`config.mk`:
```
export PLATFORM = sky130hd
export DESIGN_NAME = rolling_hash_pattern_matcher_unit
export DESIGN_NICKNAME = d
export VERILOG_FILES = /design/src/hw/rtl/rhpm_pkg.sv /design/src/hw/rtl/rolling_hash_pattern_matcher_unit.sv
export SDC_FILE = /design/constraint.sdc
export NUM_CORES = 2
export LEC_CHECK = 0
export BUFFER_PORTS_ARGS = -buffer_cell sky130_fd_sc_hd__buf_2
export CORE_ASPECT_RATIO = 1.2
export CORE_MARGIN = 5
export CORE_UTILIZATION = 30
export CTS_CLUSTER_DIAMETER = 100
export DETAILED_ROUTE_END_ITERATION = 7
export GPL_TIMING_DRIVEN = 1
export PLACE_DENSITY = 0.43
export SLEW_MARGIN = 20
export SYNTH_ARGS = -nofsm -noshare
export SYNTH_HDL_FRONTEND = slang
export SYNTH_SLANG_ARGS = --single-unit
```
`constraint.sdc`:
```
create_clock -name clk_i -period 14 [get_ports clk_i]
set_input_delay 0.7 -clock clk_i [delete_from_list [all_inputs] [get_ports clk_i]]
set_output_delay 0.7 -clock clk_i [all_outputs]
set_load 0.1 [all_outputs]
```
`src/hw/rtl/rhpm_pkg.sv`:
```
// ----------------------------------------------------------------------------
// Rolling hash pattern matcher package
// Shared widths and codes for the matcher.
// ----------------------------------------------------------------------------
package rhpm_pkg;

  localparam int unsigned ModW     = 15;
  localparam int unsigned LenW     = 7;
  localparam int unsigned IdxW     = 32;
  localparam int unsigned MissW    = 16;
  localparam int unsigned CfgIdxW  = 1;
  localparam int unsigned CfgDataW = 15;

  localparam logic [CfgIdxW-1:0] RegModulus = 1'b0;
  localparam logic [CfgIdxW-1:0] RegPatLen  = 1'b1;

  localparam logic KindPattern = 1'b0;
  localparam logic KindText    = 1'b1;

endpackage

```
`src/hw/rtl/rolling_hash_pattern_matcher_unit.sv`:
```
// ----------------------------------------------------------------------------
// Rolling hash pattern matcher
// Rabin-Karp search over a byte stream with a configurable hash modulus.
// ----------------------------------------------------------------------------
// Pattern bytes (kind 0) load a pattern of up to MAX_PATTERN bytes; text bytes
// (kind 1) roll a window hash over the last m bytes. On a hash hit the window
// is checked byte by byte and a true match emits its start index together
// with the count of spurious hits since the text started. One item is worked
// on at a time and the input is not ready until it is done. All modular work
// runs through one shared step unit, acc = (2*acc + bit*mcand) mod q, fed one
// operand bit per cycle MSB first; a Horner pass over {hash, byte} gives
// (hash*256 + byte) mod q even when hash is not below q.
// Work per input transfer:
//   - first byte of a pattern: hash update over {hash, byte}
//   - later pattern bytes: leading power update, then the hash update
//   - pattern bytes past m: dropped
//   - text byte while the window fills: hash update
//   - text byte once the window is full: reduce the window hash, reduce the
//     leading power, form old*power, then shift in the new byte
//   - on a hash hit, for each compared byte a read from the pattern store and
//     the window ring, then the compare, stopping at the first mismatch or
//     after m bytes, plus loading the output register on a true match; that
//     step stretches while the output register still holds an untaken result.
// Configuration writes are taken only while idle with no input offered.
// No clearing pass is needed after reset.
module rolling_hash_pattern_matcher_unit #(
  parameter int unsigned MAX_PATTERN = 64
) (
  input  logic        clk_i,
  input  logic        rst_ni,
  input  logic        s_axis_tvalid,
  output logic        s_axis_tready,
  input  logic [7:0]  s_axis_tdata,   // [7:0] byte_value
  input  logic [1:0]  s_axis_tuser,   // [0] kind, [1] start_req
  output logic        m_axis_tvalid,
  input  logic        m_axis_tready,
  output logic [47:0] m_axis_tdata,   // [31:0] match_index, [47:32] spurious_hits
  input  logic        cfg_valid_i,
  output logic        cfg_ready_o,
  input  logic [rhpm_pkg::CfgIdxW-1:0]  cfg_index_i,
  input  logic [rhpm_pkg::CfgDataW-1:0] cfg_data_i
);

  localparam int unsigned AW   = (MAX_PATTERN > 1) ? $clog2(MAX_PATTERN) : 1;
  localparam int unsigned CW   = $clog2(MAX_PATTERN + 1);
  localparam int unsigned QW   = rhpm_pkg::ModW;
  localparam int unsigned LW   = rhpm_pkg::LenW;
  localparam int unsigned MW   = rhpm_pkg::MissW;
  localparam int unsigned MulW = QW + 8;

  // Sequencer states
  localparam logic [3:0] StIdle  = 4'd0;
  localparam logic [3:0] StPLead = 4'd1;  // leading_power = lp*256 mod q
  localparam logic [3:0] StPHash = 4'd2;  // pattern_hash = ph*256 + byte mod q
  localparam logic [3:0] StTRedH = 4'd3;  // window_hash mod q
  localparam logic [3:0] StTRedL = 4'd4;  // leading_power mod q
  localparam logic [3:0] StTLead = 4'd5;  // old byte * leading_power mod q
  localparam logic [3:0] StTHash = 4'd6;  // shift the new byte into the hash
  localparam logic [3:0] StVRead = 4'd7;  // issue compare read
  localparam logic [3:0] StVCmp  = 4'd8;  // compare read data
  localparam logic [3:0] StOut   = 4'd9;  // wait for the output register

  logic [QW-1:0] mod_q, q_eff;
  logic [LW-1:0] plen_q;
  logic [CW-1:0] m_eff;

  assign q_eff = (mod_q < QW'(2)) ? QW'(2) : mod_q;
  always_comb begin
    if (plen_q == '0) m_eff = CW'(1);
    else if (32'(plen_q) > MAX_PATTERN) m_eff = CW'(MAX_PATTERN);
    else m_eff = CW'(plen_q);
  end

  logic [3:0] state_q;
  logic [QW-1:0] phash_q, whash_q, lpow_q, hred_q, acc_q, mcand_q;
  logic [MulW-1:0] mul_q;
  logic [4:0] cnt_q;
  logic [CW-1:0] pcount_q, wfill_q, vcnt_q;
  logic [AW-1:0] slot_q;
  logic [31:0] tpos_q;
  logic [MW-1:0] miss_q;
  logic [7:0] byte_q;
  logic ovalid_q;
  logic [31:0] oidx_q;
  logic [MW-1:0] omiss_q;

  logic [7:0] pat_mem [MAX_PATTERN];
  logic [7:0] ring_mem [MAX_PATTERN];
  logic [7:0] prd_q, rrd_q;

  // Shared step unit: both operands stay below q, so one subtract each.
  logic [QW:0] dbl, dbl_r, addv, addv_r;
  logic [QW-1:0] step_res;
  logic step_last;
  always_comb begin
    dbl      = {acc_q, 1'b0};
    dbl_r    = (dbl >= {1'b0, q_eff}) ? dbl - {1'b0, q_eff} : dbl;
    addv     = dbl_r + (mul_q[MulW-1] ? {1'b0, mcand_q} : '0);
    addv_r   = (addv >= {1'b0, q_eff}) ? addv - {1'b0, q_eff} : addv;
    step_res = addv_r[QW-1:0];
  end
  assign step_last = (cnt_q == 5'd1);

  // Drop the leading byte: (h + q - lead) mod q, with h and lead below q.
  logic [QW:0] diff_raw, diff_red;
  logic [QW-1:0] diff_mod;
  always_comb begin
    diff_raw = {1'b0, hred_q} + {1'b0, q_eff} - {1'b0, step_res};
    diff_red = (diff_raw >= {1'b0, q_eff}) ? diff_raw - {1'b0, q_eff} : diff_raw;
    diff_mod = diff_red[QW-1:0];
  end

  logic in_acc, cfg_acc, out_free;
  logic in_kind, in_start;
  logic [7:0] in_byte;
  logic [CW-1:0] pc_eff, fill_eff;
  logic pat_take;

  assign s_axis_tready = (state_q == StIdle);
  assign in_acc        = s_axis_tvalid && s_axis_tready;
  assign cfg_ready_o   = (state_q == StIdle) && !s_axis_tvalid;
  assign cfg_acc       = cfg_valid_i && cfg_ready_o;
  assign out_free      = !ovalid_q || m_axis_tready;

  assign in_kind  = s_axis_tuser[0];
  assign in_start = s_axis_tuser[1];
  assign in_byte  = s_axis_tdata;
  assign pc_eff   = in_start ? '0 : pcount_q;
  assign fill_eff = in_start ? '0 : wfill_q;
  assign pat_take = in_acc && (in_kind == rhpm_pkg::KindPattern) && (pc_eff < m_eff);

  // Ring slot of the oldest window byte; during a compare, advance by vcnt.
  logic [31:0] ring_sum, ring_wrap;
  logic [AW-1:0] ring_raddr, slot_next;
  always_comb begin
    ring_sum  = 32'(slot_q) + MAX_PATTERN - 32'(m_eff) +
                ((state_q == StVRead) ? 32'(vcnt_q) : 32'd0);
    ring_wrap = (ring_sum >= MAX_PATTERN) ? ring_sum - MAX_PATTERN : ring_sum;
    ring_raddr = AW'(ring_wrap);
  end
  assign slot_next = (32'(slot_q) == MAX_PATTERN - 1) ? '0 : slot_q + AW'(1);

  logic hit;
  assign hit = ({1'b0, wfill_q} + (CW + 1)'(1) >= {1'b0, m_eff}) &&
               (pcount_q == m_eff) && (step_res == phash_q);

  always_ff @(posedge clk_i) begin
    if (pat_take) pat_mem[AW'(pc_eff)] <= in_byte;
    if (state_q == StTHash && step_last) ring_mem[slot_q] <= byte_q;
    prd_q <= pat_mem[AW'(vcnt_q)];
    rrd_q <= ring_mem[ring_raddr];
  end

  always_ff @(posedge clk_i or negedge rst_ni) begin
    if (!rst_ni) begin
      state_q  <= StIdle;
      mod_q    <= QW'(101);
      plen_q   <= LW'(1);
      phash_q  <= '0;
      whash_q  <= '0;
      lpow_q   <= QW'(1);
      hred_q   <= '0;
      acc_q    <= '0;
      mcand_q  <= '0;
      mul_q    <= '0;
      cnt_q    <= '0;
      pcount_q <= '0;
      wfill_q  <= '0;
      vcnt_q   <= '0;
      slot_q   <= '0;
      tpos_q   <= '0;
      miss_q   <= '0;
      byte_q   <= '0;
      ovalid_q <= 1'b0;
      oidx_q   <= '0;
      omiss_q  <= '0;
    end else begin
      if (cfg_acc) begin
        if (cfg_index_i == rhpm_pkg::RegModulus) mod_q <= cfg_data_i;
        else if (cfg_index_i == rhpm_pkg::RegPatLen) plen_q <= cfg_data_i[LW-1:0];
      end
      if (state_q == StOut && out_free) ovalid_q <= 1'b1;
      else if (m_axis_tready) ovalid_q <= 1'b0;
      unique case (state_q)
        StIdle: if (in_acc) begin
          byte_q <= in_byte;
          if (in_kind == rhpm_pkg::KindPattern) begin
            if (in_start) begin
              pcount_q <= '0;
              phash_q  <= '0;
              lpow_q   <= QW'(1);
            end
            if (pc_eff < m_eff) begin
              acc_q   <= '0;
              mcand_q <= QW'(1);
              cnt_q   <= 5'd23;
              if (pc_eff != '0) begin
                mul_q   <= {lpow_q, 8'h00};
                state_q <= StPLead;
              end else begin
                mul_q   <= {in_start ? QW'(0) : phash_q, in_byte};
                state_q <= StPHash;
              end
            end
          end else begin
            if (in_start) begin
              tpos_q <= '0; whash_q <= '0; wfill_q <= '0; miss_q <= '0;
            end
            acc_q   <= '0;
            mcand_q <= QW'(1);
            if (fill_eff < m_eff) begin
              mul_q   <= {in_start ? QW'(0) : whash_q, in_byte};
              cnt_q   <= 5'd23;
              state_q <= StTHash;
            end else begin
              mul_q   <= {whash_q, 8'h00};
              cnt_q   <= 5'd15;
              state_q <= StTRedH;
            end
          end
        end
        StPLead: begin
          if (step_last) begin
            lpow_q  <= step_res;
            acc_q   <= '0;
            mul_q   <= {phash_q, byte_q};
            cnt_q   <= 5'd23;
            state_q <= StPHash;
          end else begin
            acc_q <= step_res; mul_q <= mul_q << 1; cnt_q <= cnt_q - 5'd1;
          end
        end
        StPHash: begin
          if (step_last) begin
            phash_q  <= step_res;
            pcount_q <= pcount_q + CW'(1);
            state_q  <= StIdle;
          end else begin
            acc_q <= step_res; mul_q <= mul_q << 1; cnt_q <= cnt_q - 5'd1;
          end
        end
        StTRedH: begin
          if (step_last) begin
            hred_q  <= step_res;
            acc_q   <= '0;
            mul_q   <= {lpow_q, 8'h00};
            cnt_q   <= 5'd15;
            state_q <= StTRedL;
          end else begin
            acc_q <= step_res; mul_q <= mul_q << 1; cnt_q <= cnt_q - 5'd1;
          end
        end
        StTRedL: begin
          if (step_last) begin
            // rrd_q holds the oldest window byte by now
            acc_q   <= '0;
            mcand_q <= step_res;
            mul_q   <= {rrd_q, QW'(0)};
            cnt_q   <= 5'd8;
            state_q <= StTLead;
          end else begin
            acc_q <= step_res; mul_q <= mul_q << 1; cnt_q <= cnt_q - 5'd1;
          end
        end
        StTLead: begin
          if (step_last) begin
            acc_q   <= diff_mod;
            mcand_q <= QW'(1);
            mul_q   <= {byte_q, QW'(0)};
            cnt_q   <= 5'd8;
            state_q <= StTHash;
          end else begin
            acc_q <= step_res; mul_q <= mul_q << 1; cnt_q <= cnt_q - 5'd1;
          end
        end
        StTHash: begin
          if (step_last) begin
            whash_q <= step_res;
            slot_q  <= slot_next;
            if (wfill_q < m_eff) wfill_q <= wfill_q + CW'(1);
            if (hit) begin
              vcnt_q  <= '0;
              state_q <= StVRead;
            end else begin
              tpos_q  <= tpos_q + 32'd1;
              state_q <= StIdle;
            end
          end else begin
            acc_q <= step_res; mul_q <= mul_q << 1; cnt_q <= cnt_q - 5'd1;
          end
        end
        StVRead: state_q <= StVCmp;
        StVCmp: begin
          if (prd_q != rrd_q) begin
            if (miss_q != '1) miss_q <= miss_q + MW'(1);
            tpos_q  <= tpos_q + 32'd1;
            state_q <= StIdle;
          end else if (vcnt_q == m_eff - CW'(1)) begin
            state_q <= StOut;
          end else begin
            vcnt_q  <= vcnt_q + CW'(1);
            state_q <= StVRead;
          end
        end
        StOut: if (out_free) begin
          oidx_q  <= tpos_q - (32'(m_eff) - 32'd1);
          omiss_q <= miss_q;
          tpos_q  <= tpos_q + 32'd1;
          state_q <= StIdle;
        end
        default: state_q <= StIdle;
      endcase
    end
  end

  assign m_axis_tvalid = ovalid_q;
  assign m_axis_tdata  = {omiss_q, oidx_q};

  assert property (@(posedge clk_i) disable iff (!rst_ni)
    ovalid_q && !m_axis_tready |=> ovalid_q && $stable(m_axis_tdata))
    else $error("result dropped or changed while waiting");
  assert property (@(posedge clk_i) disable iff (!rst_ni)
    state_q != StIdle |-> !s_axis_tready && !cfg_ready_o)
    else $error("ready while busy");
  assert property (@(posedge clk_i) disable iff (!rst_ni)
    state_q != StIdle |-> acc_q < q_eff)
    else $error("accumulator not reduced");
  assert property (@(posedge clk_i) disable iff (!rst_ni)
    state_q <= StOut)
    else $error("illegal state");

endmodule

```
* After elaboration in Yosys (flattened, before gate mapping)
Memory sizes are Yosys's and may differ from the RTL's. A register that Yosys moved wholly into a read port is not among the register bits.
Index checks and enable logic that the tools add are counted.
** Word-level totals
- Register bits :: 276
- Bits of input ports :: 31
- Memory bits (writable) :: 1024
- Output and inout bits :: 51
- Logic and storage cells :: 246
- Memories :: 2
** Operators by class
- Reduce and logical (&&, ||, !) cells :: 47
- Add/sub/neg operators :: 21
- Equal/unequal tests :: 36
- Bitwise operators :: 2
- $lt $le $gt $ge :: 10
- Muxes and demuxes :: 107
** Memory list
- pat_mem :: depth 64, bits a word 8, read ports 1, clocked after memory_dff 1, wr ports 1, line rolling_hash_pattern_matcher_unit.sv:87 : logic [7:0] pat_mem [MAX_PATTERN];
- ring_mem :: depth 64, bits a word 8, read ports 1, clocked after memory_dff 1, wr ports 1, line rolling_hash_pattern_matcher_unit.sv:88 : logic [7:0] ring_mem [MAX_PATTERN];
** Operator list (count)
- 2-to-1 mux 15 bit :: 24
- 2-to-1 mux 23 bit :: 10
- 2-to-1 mux 32 bit :: 7
- case mux 23 bit (6 select lines) :: 1
- case mux 32 bit (4 select lines) :: 1
- 2-to-1 mux 7 bit :: 16
- 2-to-1 mux 16 bit :: 6
- case mux 15 bit (2 select lines) :: 3
- case mux 15 bit (4 select lines) :: 1
- >= comparator 16 x 15 -> 1 bit :: 3
- 2-to-1 mux 4 bit :: 12
- case mux 15 bit (3 select lines) :: 1
- case mux 7 bit (2 select lines) :: 3
- 2-to-1 mux 5 bit :: 8
- case mux 4 bit (10 select lines) :: 1
- adder 32 x 1 -> 32 bit, second input constant :: 1
- >= comparator 32 x 7 -> 1 bit, second input constant :: 1
- case mux 16 bit (2 select lines) :: 1
- subtractor 16 x 15 -> 16 bit :: 2
- subtractor 32 bit :: 1
- inequality test 2 bit, second input constant :: 15
- subtractor 15 bit :: 2
- case mux 5 bit (5 select lines) :: 1
- adder 7 x 1 -> 7 bit, second input constant :: 3
- other kinds (52) :: 99

* Logic depth before layout (Yosys ltp)
- Depth in word-level cells :: 12
- Depth in mapped cells :: 57
- Gate-level depth less buffers :: 54

* Worst setup path before layout
Ideal clock, no wire load.
- Kind :: reg-to-reg
- Start point :: register mod_q[5]
- End point :: register acc_q[11]
- Cell stages (with the launch flop) :: 58
- Path buffers :: 4
- Clock period less this slack :: 11999 ps
- Setup time :: 119 ps
- Slack :: 2001 ps
- Data arrival time :: 11880 ps
- Path through :: dfstp_2 nor4_1 nand4_1 nor2b_1 inv_1 fa_1 nor2b_1 o31a_1 o221a_2 a211o_1 buf_1 clkbuf_1 and2_1 ha_1 inv_1 fa_1 nand3b_1 a211oi_1 (+22 left out) a21oi_1 o21bai_1 a211oi_1 nor2_1 o41ai_1 mux2i_1 nand3_1 ha_1 nand4_1 nor4_1 nand2_1 nand2_1 nor4_1 mux2i_1 clkbuf_1 mux2i_1 o221ai_1 o21a_1
** Between the ends
- Word-level cells in the longest chain between the ends :: 12
** RTL lines
- start, declared :: line rolling_hash_pattern_matcher_unit.sv:63 : logic [QW-1:0] mod_q, q_eff;
- start signal, assigned :: line rolling_hash_pattern_matcher_unit.sv:179 : if (cfg_index_i == rhpm_pkg::RegModulus) mod_q <= cfg_data_i;
- less-than comparator 15 x 2 -> 1 bit :: line rolling_hash_pattern_matcher_unit.sv:67 : assign q_eff = (mod_q < QW'(2)) ? QW'(2) : mod_q;
- 2-to-1 mux 15 bit * :: line rolling_hash_pattern_matcher_unit.sv:67
- subtractor 16 x 15 -> 16 bit / >= comparator 16 x 15 -> 1 bit (equally long branches) :: line rolling_hash_pattern_matcher_unit.sv:97 : dbl_r = (dbl >= {1'b0, q_eff}) ? dbl - {1'b0, q_eff} : dbl;
- 2-to-1 mux 16 bit :: line rolling_hash_pattern_matcher_unit.sv:97
- adder 16 x 15 -> 16 bit :: line rolling_hash_pattern_matcher_unit.sv:98 : addv = dbl_r + (mul_q[MulW-1] ? {1'b0, mcand_q} : '0);
- subtractor 15 bit / >= comparator 16 x 15 -> 1 bit (equally long branches) :: line rolling_hash_pattern_matcher_unit.sv:99 : addv_r = (addv >= {1'b0, q_eff}) ? addv - {1'b0, q_eff} : addv;
- 2-to-1 mux 15 bit * :: line rolling_hash_pattern_matcher_unit.sv:99
- named net addv_r[0] :: line rolling_hash_pattern_matcher_unit.sv:92 : logic [QW:0] dbl, dbl_r, addv, addv_r;
- subtractor 16 x 15 -> 16 bit * :: line rolling_hash_pattern_matcher_unit.sv:108 : diff_raw = {1'b0, hred_q} + {1'b0, q_eff} - {1'b0, step_res};
- subtractor 15 bit / >= comparator 16 x 15 -> 1 bit (equally long branches) :: line rolling_hash_pattern_matcher_unit.sv:109 : diff_red = (diff_raw >= {1'b0, q_eff}) ? diff_raw - {1'b0, q_eff} : diff_raw;
- 2-to-1 mux 15 bit * :: line rolling_hash_pattern_matcher_unit.sv:109
- 2-to-1 mux 15 bit * :: line rolling_hash_pattern_matcher_unit.sv:266 : if (step_last) begin
- case mux 15 bit (4 select lines) * :: line rolling_hash_pattern_matcher_unit.sv:184 : unique case (state_q)
- end signal, assigned :: line rolling_hash_pattern_matcher_unit.sv:262 : acc_q <= step_res; mul_q <= mul_q << 1; cnt_q <= cnt_q - 5'd1;
- end signal, assigned :: line rolling_hash_pattern_matcher_unit.sv:267 : acc_q <= diff_mod;
- end signal, assigned :: line rolling_hash_pattern_matcher_unit.sv:273 : acc_q <= step_res; mul_q <= mul_q << 1; cnt_q <= cnt_q - 5'd1;
- end, declared :: line rolling_hash_pattern_matcher_unit.sv:75 : logic [QW-1:0] phash_q, whash_q, lpow_q, hred_q, acc_q, mcand_q;
Mark *: on every way through the listed nets, which the timed path passes. The rest lies on a longest branch. The select of a mux whose other input is x is not followed.
A chain may end at the register's enable or synchronous reset.

* Worst setup path in the final report
- Start point :: register mod_q[2]
- End point :: register acc_q[3]
Same word-level chain as after synthesis.

==> summary by stage <==
Detailed routing
The iteration count of the initial detailed-routing pass is 8. Detailed routing inserted a total of 35072 vias. The via-per-instance ratio is 5.081.

The detailed router finished its first iteration with 2550 violations. Summed over all layers, the routed wires come to 172.9 mm. The detail route stage leaves a number of antenna-violating nets equal to 0. Dividing the detail-routed wire length by the instance count gives 25.05 um.

The post-route DRC violation count is 0.

Worst setup path
The required time of the worst setup path is 14.68 ns. The critical path starts at mod_q[2]. Among all stages on the critical path, the largest delay is contributed by sky130_fd_sc_hd__dfstp_2. Along the worst path, the maximum fanout reaches 20.

The arrival time of the worst setup path is 13.58 ns. The worst stage delay on the critical path is 0.57 ns. STA classifies the critical path startpoint as a flop. The kind of end point of the critical path is a flop. The path type of the worst setup path is flop to flop. The startpoint of the lowest-slack register-to-register path is mod_q[2].

Logic synthesis
The share of the Yosys chip area taken by registers is 62.88%. The number of enable flip-flop cells after synthesis is 1024. After synthesis the cells add up to 0.06040 sq mm.

Ranked by total cell area, the synthesized netlist is headed by sky130_fd_sc_hd__edfxtp_1 51%, sky130_fd_sc_hd__mux4_2 12%, sky130_fd_sc_hd__dfrtp_1 11%. After Yosys synthesis, XOR and XNOR cells account for 2.247% of the synthesized area. By area, the combinational part of the netlist is dominated by multiplexers. After synthesis, the netlist uses 100 different library cells. In this run the mean area of a mapped cell was 14.99 sq um. Counting flops with an async set or reset pin after synthesis yields a share of 20.97%. For this run, the number of Yosys warnings is 0. The synthesized netlist cell count is 4030.

Summed over all instances, the cell type with the most area after synthesis is sky130_fd_sc_hd__edfxtp_1. The simple logic cell fraction of the synthesized area is 7.828%. The share of the synthesized area in the top cell type is 50.91%. The cell with the most instances after synthesis is sky130_fd_sc_hd__edfxtp_1.

In the synthesized netlist the dominant register cell turns out to be sky130_fd_sc_hd__edfxtp_1. The commonest cells after synthesis are 1024 x sky130_fd_sc_hd__edfxtp_1, 328 x sky130_fd_sc_hd__mux4_2, 288 x sky130_fd_sc_hd__nand2_1. The synthesized netlist devotes 3.865% of its cell area to adder and majority cells. The compound-gate portion of the synthesized area is 7.380%. The flop and latch count out of synthesis is 1316. In the synthesized netlist, mux cells make up 13.93% of the area.

Global route
The maximum number of pins on one net before global-route repair is 139. For this run, the total global-route usage over all layers was measured as 16.30%. The number of antenna violations at the first check in global routing is 6. The number of global-route vias before repair was 35867. For this run the aggregate overflow at the end of global routing stands at 0.

The wire length of the first global-routing pass is 252.9 mm.

Placement
Buffers placed on the I/O ports in this run total 81. Detailed placement finished with a half-perimeter wire length of 113.1 mm. The final RePlAce weighted congestion is 0.8276.

Timing
Adding up every negative setup slack in the final design gives 0 ns. The share of the clock period used by the worst path is 92.13%. The final count of pins violating max slew is 0. At the pin with the least slew margin, the transition time is 1.074 ns. Final hold analysis gives a worst-case slack of 0.1189 ns. The highest achievable clock rate is 0.07753 GHz.

The smallest clock period supported by the final layout is computed as 12.90 ns. Setup violations remaining at the end of the flow were counted as 0. The final-report hold violation count was 0. Between clock sinks in the finished design, the worst skew comes to 0.03062 ns. Setup repair after global routing left no endpoint under its margin.

Measured against its own limit, the worst slew margin works out to 28.17%.

Die
The die covers 0.2105 sq mm. The number of top-level pins is 82. The area of the core is 0.2004 sq mm. The die is 501.5 um tall.

After floorplanning, the core was divided into 180 placement rows. Once the floorplan was initialized, standard cells occupied 30.14% of the core. The width of the chip is 419.6 um.

Worst hold path
The class of the worst hold path is primary input to flop. The worst hold path begins at cfg_data_i[13].

Final layout
The fraction of final layout cells sized beyond drive strength 1 is 19.18%. For this run, the post-layout net count is 4355. At the end of the flow the core is filled with cells to 34.32%.

The layout overhead on the synthesized area is 13.89%.

Clock tree
The clock latency at the later pin of the worst-skew pair is 0.79 ns. The cell sitting at the root of the clock tree is a sky130_fd_sc_hd__clkbuf_16. The number of buffers on the longest clock path is 3. TritonCTS built the clock tree. The total clock sinks is 1316.

Clock-pin slew was measured on the worst setup and hold paths at 0.06 ns. In this run the post-CTS setup repair buffer count came out at 0. The CTS buffer count is 142. The level count of the clock H-tree is 4.

Run
The number of max-cap violations is 0.

Run status
The run finished with clean final reports.
## area by class of cell
cell class | count | area [sq um]
timing repair buffer | 157 | 1026
clock buffer | 175 | 3790
fill | 19358 | 131600
tap | 2639 | 3302
inverter | 86 | 322.8
sequential | 1316 | 38000
clock inverter | 79 | 833.3
antenna | 3 | 7.507
multi-input combinational | 2447 | 21510
## path summary, 6_finish.rpt
check	cells past startpoint	endpoint	slack, ns
hold / removal	3	mod_q[13]	0.12
hold reg to reg	2	mcand_q[9]	0.47
max in group asynchronous	3	byte_q[0]	11.99
setup reg to reg	54	acc_q[3]	1.10
setup / recovery	54	acc_q[3]	1.10
min in group asynchronous	2	omiss_q[5]	0.50
## kinds of logic (layout without fill, tap and decap cells)
logic type | after synthesis | count (layout)
simple gates | 989 | 989
other cells | 1 | 27
flops | 1316 | 1316
compound gates | 685 | 685
xor+xnor | 152 | 152
mux | 423 | 423
buf+inv | 290 | 497
fa+ha+maj | 174 | 174
## registers in the layout (all words and copies together) (netlist names), 8 cells and up
register,cells
rrd_q,8
byte_q,8
prd_q,8
lpow_q,15
mul_q,23
mod_q,15
omiss_q,16
hred_q,15
pat_mem,512
oidx_q,32
tpos_q,32
ring_mem,512
miss_q,16
phash_q,15
mcand_q,15
acc_q,15
whash_q,15
## worst max-delay path: cells and delay by family, from the launching register on
kind,cells,cell delay [ns]
AO/OA/AOI/OAI,19,4.29
XOR/XNOR,1,0.37
adder cells (fa/ha/maj),8,2.82
buffers and inverters,5,0.78
flip-flops,1,0.57
multiplexers,3,0.76
AND/OR/NAND/NOR,18,3.17
## placed cells by master, fill, tap and decap left out, drive strengths merged, types with 45 or more instances in the layout
| master | count |
|---|---|
| xnor2 | 90 |
| nand2 | 289 |
| ha | 153 |
| mux4 | 328 |
| nor3 | 50 |
| nor2b | 46 |
| buf | 156 |
| nand2b | 45 |
| mux2i | 49 |
| clkinv | 57 |
| a21oi | 147 |
| edfxtp | 1024 |
| nor2 | 282 |
| mux2 | 46 |
| dfrtp | 270 |
| nand3 | 77 |
| inv | 93 |
| xor2 | 62 |
| o21ai | 220 |
| clkbuf | 175 |
## repair_timing
action,in CTS,in global routing
endpoints found under the hold margin,71,0
endpoints found under the setup margin,0,14
gates resized for setup,0,1
hold buffers,1,0
## per-layer routing
layer  global-route usage [%]  up-vias  wire length, um
met5                        0        -               23
met3                    2.327      229             6290
met4                    4.886        4             4833
met2                    27.66      728            85580
met1                    21.73    18169            76180
li1                         -    15942                -
## stage by stage
| stage | area (sq um) | cells | worst slack, ns |
|---|---|---|---|
| floorplan | 60490 | 4053 | 2.001 |
| global placement | 64140 | 6644 | 1.116 |
| detailed placement | 64140 | 6644 | 0.9214 |
| CTS | 68770 | 6899 | 0.8420 |
| global route | 68790 | 6901 | 0.04363 |
| finish | 68790 | 6902 | 1.102 |
Power is left out: the tool's default activity adds up to more than one toggle a clock period on the data nets, which glitch-free logic cannot reach.
